### src/cdsd_pkg.sv
// Shared types and constants for the capture dump sample decoder.
// No dependencies; every other source file but cdsd_check imports this package.
package cdsd_pkg;

  // Samples in one dump and the width of the sample counter.
  localparam int SAMPLES_PER_DUMP = 1024;
  localparam int IDX_W            = (SAMPLES_PER_DUMP > 1) ? $clog2(SAMPLES_PER_DUMP) : 1;
  localparam int LAST_IDX         = SAMPLES_PER_DUMP - 1;

  // Configuration port layout and register indexes.
  localparam int CFG_IDX_W  = 4;
  localparam int CFG_DATA_W = 32;

  localparam logic [CFG_IDX_W-1:0] CFG_GAIN     = 4'd0;
  localparam logic [CFG_IDX_W-1:0] CFG_OFFSET   = 4'd1;
  localparam logic [CFG_IDX_W-1:0] CFG_TRIG_NEG = 4'd2;
  localparam logic [CFG_IDX_W-1:0] CFG_TRIG_IDX = 4'd3;

  localparam logic [23:0]        GAIN_RST     = 24'd72000;
  localparam logic signed [31:0] OFFSET_RST   = 32'sd0;
  localparam logic               TRIG_NEG_RST = 1'b1;
  localparam logic [10:0]        TRIG_IDX_RST = 11'd0;

  // Converter midscale and the Q.24 to Q16.16 rounding bias.
  localparam logic signed [10:0] RAW_MID    = 11'sd512;
  localparam logic signed [35:0] ROUND_BIAS = 36'sd128;

  typedef struct packed {
    logic [23:0]        gain;
    logic signed [31:0] offset;
    logic               trig_neg;
    logic [10:0]        trig_idx;
  } cfg_t;

  typedef struct packed {
    logic [9:0] raw;
    logic [7:0] levels;
    logic       here;
    logic       after;
    logic       last;
  } sample_t;

  typedef enum logic [2:0] {
    PH_FIRST  = 3'b001,
    PH_SECOND = 3'b010,
    PH_THIRD  = 3'b100
  } phase_t;

endpackage

### src/cdsd_cfg_regs.sv
// Configuration register file for the capture dump sample decoder.
// Depends on cdsd_pkg for the register indexes, reset values and cfg_t.
module cdsd_cfg_regs (
  input  logic                             clk,
  input  logic                             rst_n,
  input  logic                             cfg_valid,
  output logic                             cfg_ready,
  input  logic [cdsd_pkg::CFG_IDX_W-1:0]   cfg_index,
  input  logic [cdsd_pkg::CFG_DATA_W-1:0]  cfg_data,
  output cdsd_pkg::cfg_t                   cfg
);
  import cdsd_pkg::*;

  cfg_t cfg_r, cfg_nxt;

  assign cfg_ready = 1'b1;
  assign cfg       = cfg_r;

  always_comb begin
    cfg_nxt = cfg_r;
    if (cfg_valid) begin
      unique case (cfg_index)
        CFG_GAIN:     cfg_nxt.gain     = cfg_data[23:0];
        CFG_OFFSET:   cfg_nxt.offset   = $signed(cfg_data[31:0]);
        CFG_TRIG_NEG: cfg_nxt.trig_neg = cfg_data[0];
        CFG_TRIG_IDX: cfg_nxt.trig_idx = cfg_data[10:0];
        default:      cfg_nxt = cfg_r;
      endcase
    end
  end

  always_ff @(posedge clk) begin
    if (!rst_n) begin
      cfg_r.gain     <= GAIN_RST;
      cfg_r.offset   <= OFFSET_RST;
      cfg_r.trig_neg <= TRIG_NEG_RST;
      cfg_r.trig_idx <= TRIG_IDX_RST;
    end else begin
      cfg_r <= cfg_nxt;
    end
  end

endmodule

### src/cdsd_assemble.sv
// Byte grouping stage: collects three dump bytes, builds the converter code
// and logic levels, and tracks the sample counter. Depends on cdsd_pkg.
module cdsd_assemble (
  input  logic              clk,
  input  logic              rst_n,
  input  logic              in_valid,
  output logic              in_ready,
  input  logic [7:0]        in_byte,
  input  cdsd_pkg::cfg_t    cfg,
  output logic              smp_valid,
  input  logic              smp_ready,
  output cdsd_pkg::sample_t smp
);
  import cdsd_pkg::*;

  phase_t           phase_r, phase_nxt;
  logic [7:0]       byte0_r;
  logic [7:0]       byte1_r;
  logic [IDX_W-1:0] idx_r, idx_nxt;
  sample_t          smp_r, smp_nxt;
  logic             smp_valid_r, smp_valid_nxt;
  logic             accept;
  logic             last;

  // The sample register may load when it is empty or being drained.
  assign in_ready  = !smp_valid_r || smp_ready;
  assign accept    = in_valid && in_ready;
  assign smp_valid = smp_valid_r;
  assign smp       = smp_r;

  assign last = (idx_r == IDX_W'(LAST_IDX));

  always_comb begin
    smp_nxt.raw    = {byte1_r[3:0], byte0_r[5:0]};
    smp_nxt.levels = {in_byte[5:0], byte1_r[5:4]};
    smp_nxt.last   = last;
    smp_nxt.here   = !cfg.trig_neg && (32'(cfg.trig_idx) == 32'(idx_r));
    smp_nxt.after  = !cfg.trig_neg && last &&
                     (32'(cfg.trig_idx) == 32'(SAMPLES_PER_DUMP));
  end

  always_comb begin
    phase_nxt     = phase_r;
    idx_nxt       = idx_r;
    smp_valid_nxt = smp_valid_r && !smp_ready;
    unique case (phase_r)
      PH_SECOND: begin
        if (accept) phase_nxt = PH_THIRD;
      end
      PH_THIRD: begin
        if (accept) begin
          phase_nxt     = PH_FIRST;
          smp_valid_nxt = 1'b1;
          idx_nxt       = last ? '0 : idx_r + 1'b1;
        end
      end
      PH_FIRST: begin
        if (accept) phase_nxt = PH_SECOND;
      end
      default: begin
        if (accept) phase_nxt = PH_SECOND;
      end
    endcase
  end

  always_ff @(posedge clk) begin
    if (!rst_n) begin
      phase_r     <= PH_FIRST;
      idx_r       <= '0;
      smp_valid_r <= 1'b0;
    end else begin
      phase_r     <= phase_nxt;
      idx_r       <= idx_nxt;
      smp_valid_r <= smp_valid_nxt;
    end
  end

  always_ff @(posedge clk) begin
    if (accept && phase_r != PH_SECOND && phase_r != PH_THIRD) byte0_r <= in_byte;
    if (accept && phase_r == PH_SECOND) byte1_r <= in_byte;
    if (accept && phase_r == PH_THIRD) smp_r <= smp_nxt;
  end

endmodule

### src/cdsd_scale.sv
// Voltage scaling: a multiply stage followed by the rounding, offset and
// saturation stage that feeds the output register. Depends on cdsd_pkg.
module cdsd_scale (
  input  logic               clk,
  input  logic               rst_n,
  input  logic               smp_valid,
  output logic               smp_ready,
  input  cdsd_pkg::sample_t  smp,
  input  cdsd_pkg::cfg_t     cfg,
  output logic               out_valid,
  input  logic               out_ready,
  output logic [9:0]         out_raw_analog,
  output logic [7:0]         out_logic_bits,
  output logic signed [31:0] out_volts_q16,
  output logic               out_trigger_here,
  output logic               out_trigger_after,
  output logic               out_last_of_dump
);
  import cdsd_pkg::*;

  logic               mul_en, out_en;
  logic               mul_valid_r, mul_valid_nxt;
  logic               out_valid_r, out_valid_nxt;
  sample_t            mul_smp_r;
  sample_t            out_smp_r;
  logic signed [10:0] diff;
  logic signed [24:0] gain_s;
  logic signed [35:0] prod_c;
  logic signed [35:0] prod_r;
  logic signed [35:0] rnd_sum;
  logic signed [27:0] q16;
  logic signed [33:0] volts_wide;
  logic signed [31:0] volts_nxt;
  logic signed [31:0] volts_r;

  assign out_en    = !out_valid_r || out_ready;
  assign mul_en    = !mul_valid_r || out_en;
  assign smp_ready = mul_en;

  // (512 - raw) * gain is below 2^34 in magnitude, so 36 bits hold it.
  assign diff   = RAW_MID - $signed({1'b0, smp.raw});
  assign gain_s = $signed({1'b0, cfg.gain});
  assign prod_c = diff * gain_s;

  // Round Q.24 to Q16.16 to nearest with ties upward, subtract the offset
  // and clamp to the signed 32-bit range.
  always_comb begin
    rnd_sum    = prod_r + ROUND_BIAS;
    q16        = rnd_sum[35:8];
    volts_wide = 34'(q16) - 34'(cfg.offset);
    if (volts_wide[33:31] == 3'b000 || volts_wide[33:31] == 3'b111) begin
      volts_nxt = volts_wide[31:0];
    end else if (volts_wide[33]) begin
      volts_nxt = 32'sh8000_0000;
    end else begin
      volts_nxt = 32'sh7fff_ffff;
    end
  end

  assign mul_valid_nxt = mul_en ? smp_valid : mul_valid_r;
  assign out_valid_nxt = out_en ? mul_valid_r : out_valid_r;

  always_ff @(posedge clk) begin
    if (!rst_n) begin
      mul_valid_r <= 1'b0;
      out_valid_r <= 1'b0;
    end else begin
      mul_valid_r <= mul_valid_nxt;
      out_valid_r <= out_valid_nxt;
    end
  end

  always_ff @(posedge clk) begin
    if (mul_en && smp_valid) begin
      mul_smp_r <= smp;
      prod_r    <= prod_c;
    end
    if (out_en && mul_valid_r) begin
      out_smp_r <= mul_smp_r;
      volts_r   <= volts_nxt;
    end
  end

  assign out_valid         = out_valid_r;
  assign out_raw_analog    = out_smp_r.raw;
  assign out_logic_bits    = out_smp_r.levels;
  assign out_volts_q16     = volts_r;
  assign out_trigger_here  = out_smp_r.here;
  assign out_trigger_after = out_smp_r.after;
  assign out_last_of_dump  = out_smp_r.last;

endmodule

### src/capture_dump_sample_decoder.sv
// Top level of the capture dump sample decoder.
// Depends on cdsd_pkg, cdsd_cfg_regs, cdsd_assemble and cdsd_scale.
//
// The decoder takes one dump byte per cycle while in_ready is high and
// delivers one sample beat for every third byte: a 10-bit converter code,
// eight logic levels, a saturated Q16.16 voltage ((512 - code) * gain -
// offset) and the trigger and end-of-dump marks. A sample passes from its
// third byte to the output through the grouping register, the multiply
// register and the output register; the single 11 x 25 bit multiply stage
// sets the clock rate. Registers are written through the cfg channel, which
// is always ready; write them only while no sample is in flight.
module capture_dump_sample_decoder (
  input  logic                             clk,
  input  logic                             rst_n,
  input  logic                             in_valid,
  output logic                             in_ready,
  input  logic [7:0]                       in_dump_byte,
  output logic                             out_valid,
  input  logic                             out_ready,
  output logic [9:0]                       out_raw_analog,
  output logic [7:0]                       out_logic_bits,
  output logic signed [31:0]               out_volts_q16,
  output logic                             out_trigger_here,
  output logic                             out_trigger_after,
  output logic                             out_last_of_dump,
  input  logic                             cfg_valid,
  output logic                             cfg_ready,
  input  logic [cdsd_pkg::CFG_IDX_W-1:0]   cfg_index,
  input  logic [cdsd_pkg::CFG_DATA_W-1:0]  cfg_data
);
  import cdsd_pkg::*;

  cfg_t    cfg;
  sample_t smp;
  logic    smp_valid;
  logic    smp_ready;

  cdsd_cfg_regs u_cfg (
    .clk       (clk),
    .rst_n     (rst_n),
    .cfg_valid (cfg_valid),
    .cfg_ready (cfg_ready),
    .cfg_index (cfg_index),
    .cfg_data  (cfg_data),
    .cfg       (cfg)
  );

  cdsd_assemble u_assemble (
    .clk       (clk),
    .rst_n     (rst_n),
    .in_valid  (in_valid),
    .in_ready  (in_ready),
    .in_byte   (in_dump_byte),
    .cfg       (cfg),
    .smp_valid (smp_valid),
    .smp_ready (smp_ready),
    .smp       (smp)
  );

  cdsd_scale u_scale (
    .clk               (clk),
    .rst_n             (rst_n),
    .smp_valid         (smp_valid),
    .smp_ready         (smp_ready),
    .smp               (smp),
    .cfg               (cfg),
    .out_valid         (out_valid),
    .out_ready         (out_ready),
    .out_raw_analog    (out_raw_analog),
    .out_logic_bits    (out_logic_bits),
    .out_volts_q16     (out_volts_q16),
    .out_trigger_here  (out_trigger_here),
    .out_trigger_after (out_trigger_after),
    .out_last_of_dump  (out_last_of_dump)
  );

endmodule

### config.mk
export PLATFORM = sky130hd
export DESIGN_NAME = capture_dump_sample_decoder
export DESIGN_NICKNAME = d
export VERILOG_FILES = /design/src/cdsd_pkg.sv /design/src/cdsd_cfg_regs.sv /design/src/cdsd_assemble.sv /design/src/cdsd_scale.sv /design/src/capture_dump_sample_decoder.sv
export SDC_FILE = /design/constraint.sdc
export NUM_CORES = 1
export LEC_CHECK = 0
export BUFFER_PORTS_ARGS = -buffer_cell sky130_fd_sc_hd__buf_2
export CAP_MARGIN = 20
export CELL_PAD_IN_SITES_DETAIL_PLACEMENT = 1
export CELL_PAD_IN_SITES_GLOBAL_PLACEMENT = 2
export CORE_ASPECT_RATIO = 0.8
export CORE_MARGIN = 2
export CORE_UTILIZATION = 41
export CTS_CLUSTER_DIAMETER = 60
export DETAILED_ROUTE_END_ITERATION = 12
export HOLD_SLACK_MARGIN = 0.05
export PLACE_DENSITY = 0.89
export SYNTH_ARGS = -nofsm -noshare
export SYNTH_HDL_FRONTEND = slang
export SYNTH_SLANG_ARGS = --single-unit
### constraint.sdc
create_clock -name clk -period 9.4 [get_ports clk]
set_clock_uncertainty 0.15 [all_clocks]
set_input_delay 0.94 -clock clk [delete_from_list [all_inputs] [get_ports clk]]
set_output_delay 0.94 -clock clk [all_outputs]
set_load 0.05 [all_outputs]
==> run metrics <==
Synthesized Nets=2,335; via count=13,600; CTS clock-pin slew for the worst setup and hold paths=0.06 ns; Yosys cell types=69; setup repair bufs after CTS=0; Post-Route WL=47.2 mm; CTS max path bufs=3; vias per std cell=5.09; Final Hold Viols=0; die area=0.0474 mm^2; Die W=243 um; final worst path period need=8.15 ns; nets=2,406; dpl cells=2,609; drt pass-1 iters=5; area fraction of the dominant cell type after synthesis=21.8%; post-synthesis cell count=1,959; Area growth, synth to finish=11.3%; RSZ-0062 raised after global routing=no; Routed Antenna Nets=0; top cells by area, synth=edfxtp_1 (22%), fa_1 (21%), dfxtp_1 (9.0%); root buffer cell=clkbuf_16; drt drc=0; initial core utilization=41.3%; first-pass GRT wire length=76.8 mm; TritonCTS clock tree=yes; GPL Wtd Cong=0.831; CP max FO=26; DP Wirelength=37.5 mm; Max-cap violations=0; Worst Setup End Kind=flop; pwr dens=118 mW/mm^2; Final period util=86.7%; site row count=70; Yosys warning count=0; total I/O pin count=105; core box area=0.0454 mm^2; Required @ worst endpoint=9.53 ns; Setup CP Type=reg2reg; CTS Buf Count=26; fraction of registers with async set/reset=0%; area leader, netlist=edfxtp_1; vias in the first global route=14,600; Max VDD drop=0.000121 V; htree depth=1; Pleak=8.95 nW; Hold Buf Count CTS=0; all-layer global routing usage=20.1%; Final Max Tran Viols=0; sequential cell area fraction in the yosys report=30.8%; share of cells above drive strength 1=10.6%; die height=195 um; Mapped Area=0.0187 mm^2; detailed-route wire length per cell=17.7 um; number of synthesized flops with an enable pin=136; grt ovf=0; Final setup viols=0; antenna violations before repair=0; Seq cells post-synth=220; IO Port Bufs=101; startpoint types=flop; Tightest Pin Transition=0.989 ns; Post-Layout Cell Count=2,662; TNS Setup=0 ns; post-cts sizing count=0; largest net degree at the start of global routing=81; worst rel slew slack=33.7%; top_reg_cell synth=edfxtp_1; DRT iter0 DRCs=552; Arr. time, crit path=8.28 ns; fmax=123 MHz; Hold Path Class=reg2reg; outcome=completed; Clock Latency Late Sink=0.56 ns; clock sinks=220; syn avg cell area=9.57 um^2; # diodes=0
[where the power goes]
part	internal, mW	leakage (nW)	switching, mW	total (mW)
Combinational	0.149	6.62	0.214	0.363
Clock	0.637	0.446	0.404	1.04
Sequential	1.04	1.89	0.0106	1.05
[final timing paths]
path / to / depth (start not counted) / slack, ns / from
worst max-delay path: u_scale.prod_r[35]$_DFFE_PP_ / 25 / 1.25 / u_assemble.smp[11]$_DFFE_PP_
worst min-delay path: u_scale.out_logic_bits[2]$_DFFE_PP_ / 0 / 0.27 / u_scale.mul_smp_r[5]$_DFFE_PP_
worst max register to register: u_scale.prod_r[35]$_DFFE_PP_ / 25 / 1.25 / u_assemble.smp[11]$_DFFE_PP_
worst min register to register: u_scale.out_logic_bits[2]$_DFFE_PP_ / 0 / 0.27 / u_scale.mul_smp_r[5]$_DFFE_PP_
[cell usage after synthesis (18+ instances only)]
library cell / count
a21boi_0: 54
a21oi_1: 65
and2_1: 123
clkbuf_1: 72
dfxtp_1: 84
edfxtp_1: 136
fa_1: 197
ha_1: 130
inv_1: 290
nand2_1: 306
nand3_1: 34
nand4_1: 18
nor2_1: 82
nor2b_1: 19
nor3_1: 21
o21ai_0: 40
xnor2_1: 67
xor2_1: 35
[layout by cell type (no fill, tap or decap), types with 12 or more instances in the layout]
cell type and count:
a21boi_0 53, a21o_1 13, a21oi_1 65, and2_1 123
buf_2 101, buf_4 18, clkbuf_16 27, dfxtp_1 84
edfxtp_1 136, fa_1 197, ha_1 130, inv_1 290
mux2i_1 13, nand2_1 306, nand3_1 34, nand4_1 18
nor2_1 82, nor2b_1 18, nor3_1 20, o21ai_0 40
o21ai_1 12, o21ai_2 15, xnor2_1 64, xor2_1 35
[state kept, by name, indices dropped and copies added (netlist names), 6 cells and up]
| register | count |
|---|---|
| u_assemble.byte1_r | 6 |
| u_scale.out_raw_analog | 10 |
| u_scale.out_logic_bits | 8 |
| u_assemble.byte0_r | 6 |
| u_scale.out_volts_q16 | 32 |
| u_scale.mul_smp_r | 21 |
| u_assemble.smp | 21 |
| u_scale.prod_r | 29 |
| u_cfg.cfg | 68 |
| u_assemble.idx_r | 10 |
[critical path, cell delays in order (launching register included)]
cell and delay [ns]:
edfxtp_1 0.35, buf_4 0.24, nor3_1 0.51, nand2_1 0.16
nor3_1 0.21, xnor2_1 0.35, buf_4 0.29, buf_4 0.23
nand2_1 0.10, fa_1 0.58, inv_1 0.05, fa_1 0.46
fa_1 0.52, fa_1 0.55, inv_1 0.06, fa_1 0.55
inv_1 0.05, ha_1 0.34, nand2_1 0.09, nor3_1 0.43
nand2_1 0.14, o2111ai_1 0.41, a31oi_1 0.21, o31ai_1 0.43
a41oi_1 0.24, xnor2_1 0.17
[cell type report]
type	instances	area (um^2)
Fill cell	5223	24500
Multi-Input combinational cell	1369	11600
Sequential cell	220	5770
Inverter	290	1090
Tap cell	612	766
Clock buffer	35	738
Timing Repair Buffer	123	734
Clock inverter	13	164
[stage by stage]
step	worst slack (ns)	cell area, um^2	utilization, %	power (mW)	hold WS [ns]
3_5_place_dp	1.17	19900	43.8	1.43	0.255
5_1_grt	0.723	20900	46.0	2.56	0.274
4_1_cts	1.15	20800	45.8	2.48	0.270
3_3_place_gp	1.48	19800	43.8	1.42	0.252
6_report	1.25	20900	46.0	2.46	0.268
2_1_floorplan	2.44	18700	-	1.33	0.250
[per-layer routing]
| layer | routed length (um) | track usage (%) | vias up |
|---|---|---|---|
| met4 | 924 | 4.66 | 0 |
| met2 | 22300 | 34.3 | 186 |
| met1 | 22500 | 27.6 | 6856 |
| met3 | 1440 | 2.19 | 61 |
| met5 | 0 | 0 | - |
| li1 | - | - | 6453 |
[cells by family (layout without fill, tap and decap cells)]
logic type	count (synthesis)	count (layout)	synth area share, %
xor gates and xnor gates	102	102	4.77
buffers and inverters	370	461	7.60
and+or+nand+nor	666	666	17.0
muxes	13	13	0.694
DFF	220	220	30.8
adders and majority gates	330	330	29.9
AOI/OAI and AO/OA	257	257	9.23
other	1	1	0.0200
(Power assumes the default switching activity.)
